### src/hw/rtl/lshb_pkg.sv
// ----------------------------------------------------------------------------
// lshb_pkg: shared types and constants for the link session watchdog
// Event codes, session states, register indexes and reset values.
// ----------------------------------------------------------------------------
`default_nettype none

package lshb_pkg;

  localparam int TIME_W   = 32;
  localparam int MISSED_W = 8;
  localparam int ACTION_W = 3;
  localparam int CFG_IDX_W = 3;

  // Event codes carried by the action field.
  typedef enum logic [ACTION_W-1:0] {
    ACT_RESET      = 3'd0,
    ACT_CONNECT    = 3'd1,
    ACT_HELLO_ACK  = 3'd2,
    ACT_HEARTBEAT  = 3'd3,
    ACT_DISCONNECT = 3'd4,
    ACT_TICK       = 3'd5
  } action_t;

  // Session state, one-hot.
  typedef enum logic [3:0] {
    ST_IDLE  = 4'b0001,
    ST_AWAIT = 4'b0010,
    ST_READY = 4'b0100,
    ST_DEAD  = 4'b1000
  } session_t;

  // Configuration register indexes.
  typedef enum logic [CFG_IDX_W-1:0] {
    CFG_INTERVAL = 3'd0,
    CFG_MISSED   = 3'd1,
    CFG_BASE     = 3'd2,
    CFG_MAX      = 3'd3
  } cfg_reg_t;

  // Link state codes as shown on the result.
  localparam logic [1:0] LINK_IDLE  = 2'd0;
  localparam logic [1:0] LINK_AWAIT = 2'd1;
  localparam logic [1:0] LINK_READY = 2'd2;
  localparam logic [1:0] LINK_DEAD  = 2'd3;

  // Register values after reset.
  localparam logic [TIME_W-1:0]   RST_INTERVAL = 32'd1000;
  localparam logic [MISSED_W-1:0] RST_MISSED   = 8'd3;
  localparam logic [TIME_W-1:0]   RST_BASE     = 32'd500;
  localparam logic [TIME_W-1:0]   RST_MAX      = 32'd30000;

  function automatic logic [1:0] link_code(session_t s);
    unique case (s)
      ST_IDLE:  link_code = LINK_IDLE;
      ST_AWAIT: link_code = LINK_AWAIT;
      ST_READY: link_code = LINK_READY;
      ST_DEAD:  link_code = LINK_DEAD;
      default:  link_code = LINK_IDLE;
    endcase
  endfunction

endpackage

`default_nettype wire

### src/hw/rtl/lshb_backoff.sv
// ----------------------------------------------------------------------------
// lshb_backoff: capped exponential backoff delay
// Shifts the base left by the attempt number and clamps to the cap.
// ----------------------------------------------------------------------------
`default_nettype none

module lshb_backoff
  import lshb_pkg::*;
(
  input  logic [TIME_W-1:0] base,
  input  logic [TIME_W-1:0] cap,
  input  logic [TIME_W-1:0] attempt,
  output logic [TIME_W-1:0] delay
);

  localparam int SHIFT_W = $clog2(TIME_W) + 1;
  localparam logic [TIME_W-1:0]  ATTEMPT_CAP = TIME_W'(TIME_W);
  localparam logic [SHIFT_W-1:0] SHIFT_CAP   = SHIFT_W'(TIME_W);

  logic [SHIFT_W-1:0]  shift_amt;
  logic [2*TIME_W-1:0] scaled;

  // Beyond one word width of doublings any nonzero base exceeds the cap,
  // so the shift count saturates there.
  always_comb begin
    shift_amt = (attempt > ATTEMPT_CAP) ? SHIFT_CAP : attempt[SHIFT_W-1:0];
    scaled    = {{TIME_W{1'b0}}, base} << shift_amt;
    delay     = (scaled > {{TIME_W{1'b0}}, cap}) ? cap : scaled[TIME_W-1:0];
  end

endmodule

`default_nettype wire

### src/hw/rtl/link_session_heartbeat_watchdog.sv
// ----------------------------------------------------------------------------
// link_session_heartbeat_watchdog: link session keeper with heartbeat timing
// Tracks one link session through connect, hello acknowledgement, heartbeats
// and disconnection, and reports a capped exponential backoff delay.
// ----------------------------------------------------------------------------
//
//   Channel  Direction  Handshake            Contents
//   -------  ---------  -------------------  ---------------------------------
//   in       sink       in_valid/in_ready    action, now_time, peer_boot_id,
//                                            attempt_number
//   out      source     out_valid/out_ready  link_state, reconnects,
//                                            hello_accepted, send_heartbeat,
//                                            backoff_delay
//   cfg      sink       cfg_valid/cfg_ready  cfg_index, cfg_data
//
// Each event waits in the input register and moves to the result register
// once that register can take it; its result is then offered from the result
// register until the receiver takes it.
// Unless the result stalls, one event is accepted per cycle; the session
// registers are updated as an event moves from the input register to the
// result register, so the next event always sees the state left by the previous one.
// A stalled result holds the result register, which in turn holds the input
// register; input ready drops only when both are full.
// Reset is synchronous and restores the registers to their defaults and the
// session to idle; the configuration port is always ready.
// ----------------------------------------------------------------------------
`default_nettype none

module link_session_heartbeat_watchdog
  import lshb_pkg::*;
(
  input  logic                 clk,
  input  logic                 rst,

  input  logic                 in_valid,
  output logic                 in_ready,
  input  logic [ACTION_W-1:0]  action,
  input  logic [TIME_W-1:0]    now_time,
  input  logic [TIME_W-1:0]    peer_boot_id,
  input  logic [TIME_W-1:0]    attempt_number,

  output logic                 out_valid,
  input  logic                 out_ready,
  output logic [1:0]           link_state,
  output logic [TIME_W-1:0]    reconnects,
  output logic                 hello_accepted,
  output logic                 send_heartbeat,
  output logic [TIME_W-1:0]    backoff_delay,

  input  logic                 cfg_valid,
  output logic                 cfg_ready,
  input  logic [CFG_IDX_W-1:0] cfg_index,
  input  logic [TIME_W-1:0]    cfg_data
);

  // Configuration registers.
  logic [TIME_W-1:0]   interval;
  logic [MISSED_W-1:0] missed;
  logic [TIME_W-1:0]   base;
  logic [TIME_W-1:0]   cap;

  // The death threshold is a 32 by 8 bit product of two registers, taken
  // straight from them so that it always follows the latest register write.
  logic [TIME_W-1:0]   limit;

  // Input register.
  logic                a_valid;
  logic [ACTION_W-1:0] a_action;
  logic [TIME_W-1:0]   a_now;
  logic [TIME_W-1:0]   a_boot;
  logic [TIME_W-1:0]   a_attempt;

  // Session state.
  session_t            state, state_next;
  logic [TIME_W-1:0]   expected_boot, expected_boot_next;
  logic [TIME_W-1:0]   last_sent, last_sent_next;
  logic [TIME_W-1:0]   last_recv, last_recv_next;
  logic [TIME_W-1:0]   recon_count, recon_count_next;
  logic                hello_next;
  logic                send_next;

  // Result register.
  logic                b_valid;
  logic [1:0]          b_link_state;
  logic [TIME_W-1:0]   b_reconnects;
  logic                b_hello;
  logic                b_send;
  logic [TIME_W-1:0]   b_delay;

  logic                advance;
  logic                step;
  logic [TIME_W-1:0]   silence;
  logic [TIME_W-1:0]   since_sent;
  logic [TIME_W-1:0]   delay;

  assign cfg_ready = 1'b1;

  // The result register can take a new result when it is empty or is being
  // emptied in this cycle; the input register advances whenever it can.
  assign advance  = !b_valid || out_ready;
  assign step     = a_valid && advance;
  assign in_ready = !a_valid || advance;

  always_ff @(posedge clk) begin
    if (rst) begin
      interval <= RST_INTERVAL;
      missed   <= RST_MISSED;
      base     <= RST_BASE;
      cap      <= RST_MAX;
    end else if (cfg_valid) begin
      unique case (cfg_reg_t'(cfg_index))
        CFG_INTERVAL: interval <= cfg_data;
        CFG_MISSED:   missed   <= cfg_data[MISSED_W-1:0];
        CFG_BASE:     base     <= cfg_data;
        CFG_MAX:      cap      <= cfg_data;
        default: ;
      endcase
    end
  end

  // Wrapping product, as wide as a timestamp.
  assign limit = TIME_W'(interval * TIME_W'(missed));

  always_ff @(posedge clk) begin
    if (rst) begin
      a_valid <= 1'b0;
    end else if (in_valid && in_ready) begin
      a_valid <= 1'b1;
    end else if (step) begin
      a_valid <= 1'b0;
    end
  end

  always_ff @(posedge clk) begin
    if (in_valid && in_ready) begin
      a_action  <= action;
      a_now     <= now_time;
      a_boot    <= peer_boot_id;
      a_attempt <= attempt_number;
    end
  end

  // Elapsed times wrap with the millisecond clock.
  assign silence    = a_now - last_recv;
  assign since_sent = a_now - last_sent;

  always_comb begin
    state_next         = state;
    expected_boot_next = expected_boot;
    last_sent_next     = last_sent;
    last_recv_next     = last_recv;
    recon_count_next   = recon_count;
    hello_next         = 1'b0;
    send_next          = 1'b0;
    unique case (action_t'(a_action))
      ACT_RESET: begin
        state_next         = ST_IDLE;
        expected_boot_next = '0;
        last_sent_next     = '0;
        last_recv_next     = '0;
        recon_count_next   = '0;
      end
      ACT_CONNECT: begin
        state_next         = ST_AWAIT;
        expected_boot_next = a_boot;
        last_sent_next     = a_now;
        last_recv_next     = a_now;
      end
      ACT_HELLO_ACK: begin
        // An acknowledgement carrying the wrong boot id means the peer has
        // restarted underneath us, so the session is abandoned.
        if (state == ST_AWAIT) begin
          if (a_boot != expected_boot) begin
            state_next = ST_DEAD;
          end else begin
            state_next       = ST_READY;
            recon_count_next = '0;
            last_sent_next   = a_now;
            last_recv_next   = a_now;
            hello_next       = 1'b1;
          end
        end
      end
      ACT_HEARTBEAT: begin
        if (state == ST_READY) begin
          last_recv_next = a_now;
        end
      end
      ACT_DISCONNECT: begin
        state_next       = ST_DEAD;
        recon_count_next = recon_count + 1'b1;
      end
      ACT_TICK: begin
        // Silence at or past the threshold wins over a due heartbeat send.
        if (state == ST_READY) begin
          if (silence >= limit) begin
            state_next       = ST_DEAD;
            recon_count_next = recon_count + 1'b1;
          end else if (since_sent >= interval) begin
            last_sent_next = a_now;
            send_next      = 1'b1;
          end
        end
      end
      default: ;
    endcase
  end

  always_ff @(posedge clk) begin
    if (rst) begin
      state         <= ST_IDLE;
      expected_boot <= '0;
      last_sent     <= '0;
      last_recv     <= '0;
      recon_count   <= '0;
    end else if (step) begin
      state         <= state_next;
      expected_boot <= expected_boot_next;
      last_sent     <= last_sent_next;
      last_recv     <= last_recv_next;
      recon_count   <= recon_count_next;
    end
  end

  lshb_backoff u_backoff (
    .base    (base),
    .cap     (cap),
    .attempt (a_attempt),
    .delay   (delay)
  );

  always_ff @(posedge clk) begin
    if (rst) begin
      b_valid <= 1'b0;
    end else if (step) begin
      b_valid <= 1'b1;
    end else if (out_ready) begin
      b_valid <= 1'b0;
    end
  end

  always_ff @(posedge clk) begin
    if (step) begin
      b_link_state <= link_code(state_next);
      b_reconnects <= recon_count_next;
      b_hello      <= hello_next;
      b_send       <= send_next;
      b_delay      <= delay;
    end
  end

  assign out_valid      = b_valid;
  assign link_state     = b_link_state;
  assign reconnects     = b_reconnects;
  assign hello_accepted = b_hello;
  assign send_heartbeat = b_send;
  assign backoff_delay  = b_delay;

endmodule

`default_nettype wire

### config.mk
export PLATFORM = sky130hd
export DESIGN_NAME = link_session_heartbeat_watchdog
export DESIGN_NICKNAME = d
export VERILOG_FILES = /design/src/hw/rtl/lshb_pkg.sv /design/src/hw/rtl/lshb_backoff.sv /design/src/hw/rtl/link_session_heartbeat_watchdog.sv
export SDC_FILE = /design/constraint.sdc
export NUM_CORES = 2
export LEC_CHECK = 0
export BUFFER_PORTS_ARGS = -buffer_cell sky130_fd_sc_hd__buf_4
export CORE_ASPECT_RATIO = 0.9
export CORE_MARGIN = 1.5
export CORE_UTILIZATION = 61
export CTS_CLUSTER_SIZE = 14
export DETAILED_ROUTE_END_ITERATION = 10
export MAX_ROUTING_LAYER = met4
export PLACE_DENSITY = 0.87
export SYNTH_ARGS = -nofsm -noshare
export SYNTH_HDL_FRONTEND = slang
export SYNTH_HIERARCHICAL = 1
export SYNTH_SLANG_ARGS = --single-unit
### constraint.sdc
create_clock -name clk -period 13.3 [get_ports clk]
set_input_delay 0.665 -clock clk [delete_from_list [all_inputs] [get_ports clk]]
set_output_delay 0.665 -clock clk [all_outputs]
set_load 0.03 [all_outputs]
==> impl_results.md <==
* Outcome: complete, no violations
* Critical path class: register to register
* Crit Path Max Fanout at 65
* Rel. slew slack at 13.7%
* PD cells at 92.5 nW/µm²
* Fin nets at 4,102
* Finished layout cell area at 34,000 µm²
* CTS Hold Buffers Added at 0
* Die X at 240 µm
* Share of the synthesized area in the top cell type at 16.3%
* RSZ-0062 raised after global routing: no
* Post-synthesis mux area share at 2.97%
* Root buf cell: clkbuf_16
* Crit-path max cell delay at 0.94 ns
* WP data arrival at 9.49 ns
* Post-synth EDFFs at 167
* Detailed Route WL at 83,100 µm
* Setup TNS Final at 0 ns
* Clock Skews at 0.0480 ns
* GRT Overall Usage at 33.2%
* Area growth syn-to-layout at 10.6%
* Initial Utilization at 62.2%
* Syn. warnings at 6
* Largest family of logic cells by synthesized area: simple AND/OR/NAND/NOR gates
* DR WL/cell at 19.3 µm
* Largest net degree at the start of global routing at 115
* Resize count post-CTS at 0
* CP max-delay cell: dfxtp_1
* Hold slack at 0.223 ns
* Worst Setup End Kind: register
* Cells after synthesis at 3,512
* Core area at 49,400 µm²
* Fraction of layout cells with a size suffix above 1 at 10.5%
* Detailed-route DRC error count at 0
* Clock-pin slew of the registers on the worst-case setup and hold paths at 0.07 ns
* Post-CTS Setup Inserts at 0
* Primary FF master, synth: dfxtp_1
* Initial antenna violation count at 0
* Post-synthesis simple-gate area fraction at 18.9%
* Grt total ovfl at 0
* Fin crit period at 8.98 ns
* Synth Area in XOR/XNOR at 3.70%
* Avg Inst Size Synth at 8.76 µm²
* DR vias/cell at 6.11
* CTS tree: done
* Antenna violation net count after detailed routing at 0
* Cts bufs inserted at 43
* Placed Area at 32,600 µm²
* Max Clk Rate at 0.111 GHz
* Synthesized area at 30,800 µm²
* Antenna cells at 0
* I/O Buffers at 208
* Adder-cell share of the synthesized area at 18.4%
* Fin. max-slew vios at 0
* Total power at 3.15 mW
* Worst skew pair latency at 0.62 ns
* Post-route clock period utilization at 67.5%
* Post-synth cell types at 94
* Critical Path Source Type: register
* Die ar. at 51,800 µm²
* Max Cap Viol at 0
* Clk buf depth at 3
* DRT Pass-1 Iters at 5
* Vias in the first global route at 25,300
* Maximum vdd drop at 135 µV
* Worst path top cell family by delay: compound AO/OA/AOI/OAI gates
* CTS H-tree depth at 2
* Synth top area cells: edfxtp_1 (16%), dfxtp_1 (15%), fa_1 (10%), ha_1 (8.1%), nand2_1 (5.3%)
* Final setup violation count at 0
* First-pass GRT wire length at 134,000 µm
* Final Hold Viols at 0
* Placement Rows at 77
* Placer Congestion at 1.02
* Synthesis-stage register bit count at 405
* Ports at 210
* Critical Path RT at 13.82 ns
* Compound-gate portion of the synthesized area at 17.6%
* Hold crit path type: input pin to register
* Synth Net Count at 4,008
* Dpl hpwl at 60,700 µm
* Area leader, netlist: edfxtp_1
* CTS sink cnt at 405
* Initial DRC Count at 2,890
* Synth async-reset ratio at 0%
* Seq/Total Area, Yosys at 31.8%
* Die Span Y at 216 µm
* Routed via count at 26,300
* Leakage at 14.0 nW
* Slew of the pin with the lowest slew margin at 1.29 ns
* Worst path bufs/invs at 4
==> stage by stage <==
step,instances,util [%],setup WS [ns]
3_5_place_dp,4232,66.0,4.51
6_report,4312,68.8,4.32
2_1_floorplan,3512,-,5.99
3_3_place_gp,4232,66.0,4.75
5_1_grt,4312,68.8,3.63
4_1_cts,4312,68.8,4.44
==> worst paths after layout <==
| check | start | endpoint | cells past startpoint | slack (ns) |
|---|---|---|---|---|
| max reg2reg | missed[3] | recon_count[31] | 28 | 4.32 |
| min | attempt_number[3] | a_attempt[3] | 1 | 0.22 |
| min reg2reg | last_recv[23] | last_recv[23] | 2 | 0.45 |
| max | missed[3] | recon_count[31] | 28 | 4.32 |
==> worst reg2reg max path: cells and delay by family (launching register included) <==
kind | cells | cell delay (ns)
simple gates | 6 | 2.02
buf+inv | 4 | 0.51
fa+ha+maj | 6 | 2.61
compound gates | 11 | 2.69
xor+xnor | 1 | 0.09
flops | 1 | 0.94
==> cell families after synthesis <==
| kind of cell | Yosys count |
|---|---|
| AOI/OAI and AO/OA | 847 |
| xor gates and xnor gates | 130 |
| DFF | 405 |
| other | 1 |
| and+or+nand+nor | 1176 |
| muxes | 76 |
| adders and majority gates | 357 |
| buffers and inverters | 520 |
==> routing by layer <==
layer / share of wire (%) / global-route usage, %
met1: 43 / 45.9
met2: 45 / 50.0
met3: 8.7 / 5.06
met4: 3.3 / 11.0
met5: 0 / -
==> Yosys cell counts (8+ instances only) <==
cell type    n
a2111oi_0   11
a211o_1     15
a211oi_1    25
a21o_1      71
a21oi_1    312
a22o_1      42
a22oi_1     13
a31oi_1     19
and2_1     178
and3_1      31
and4_1       8
buf_1       14
buf_2       18
buf_6       11
clkbuf_1   140
dfxtp_1    238
edfxtp_1   167
fa_1       158
ha_1       199
inv_1      330
mux2_2       8
mux2_4      28
mux2i_1     38
nand2_1    431
nand2b_1    28
nand3_1    123
nand3b_1    20
nand4_1     35
nor2_1     165
nor2b_1     22
nor3_1      56
nor4_1      22
o211ai_1    12
o21a_1      22
o21ai_0    125
o21ai_1     20
o21bai_1    13
o221ai_1     9
o22ai_1     14
o31ai_1     47
or2_2        9
or3_1       21
xnor2_1     57
xor2_1      73
==> report_power, final <==
part | internal, mW | switching [mW]
combinational | 0.227 | 0.337
sequential | 1.34 | 0.0428
clock | 0.664 | 0.539
total | 2.23 | 0.919
==> layout by cell type (no fill, tap or decap), types with 54 or more instances in the layout <==
cell / Yosys / routed
nand2_1: 431 / 431
inv_1: 330 / 330
a21oi_1: 312 / 312
dfxtp_1: 238 / 238
buf_4: 4 / 236
ha_1: 199 / 199
and2_1: 178 / 177
edfxtp_1: 167 / 167
nor2_1: 165 / 163
fa_1: 158 / 158
o21ai_0: 125 / 124
nand3_1: 123 / 123
xor2_1: 73 / 73
a21o_1: 71 / 71
xnor2_1: 57 / 57
nor3_1: 56 / 54
==> final cells by class <==
| cell class | count | area, µm² |
|---|---|---|
| Fill cell | 3873 | 15400 |
| Tap cell | 671 | 840 |
| Inverter | 332 | 1250 |
| Timing Repair Buffer | 237 | 1780 |
| Clock inverter | 28 | 259 |
| Sequential cell | 405 | 9780 |
| Clock buffer | 52 | 1140 |
| Multi-Input combinational cell | 2587 | 19000 |
Power figures use the tool's default switching activity.
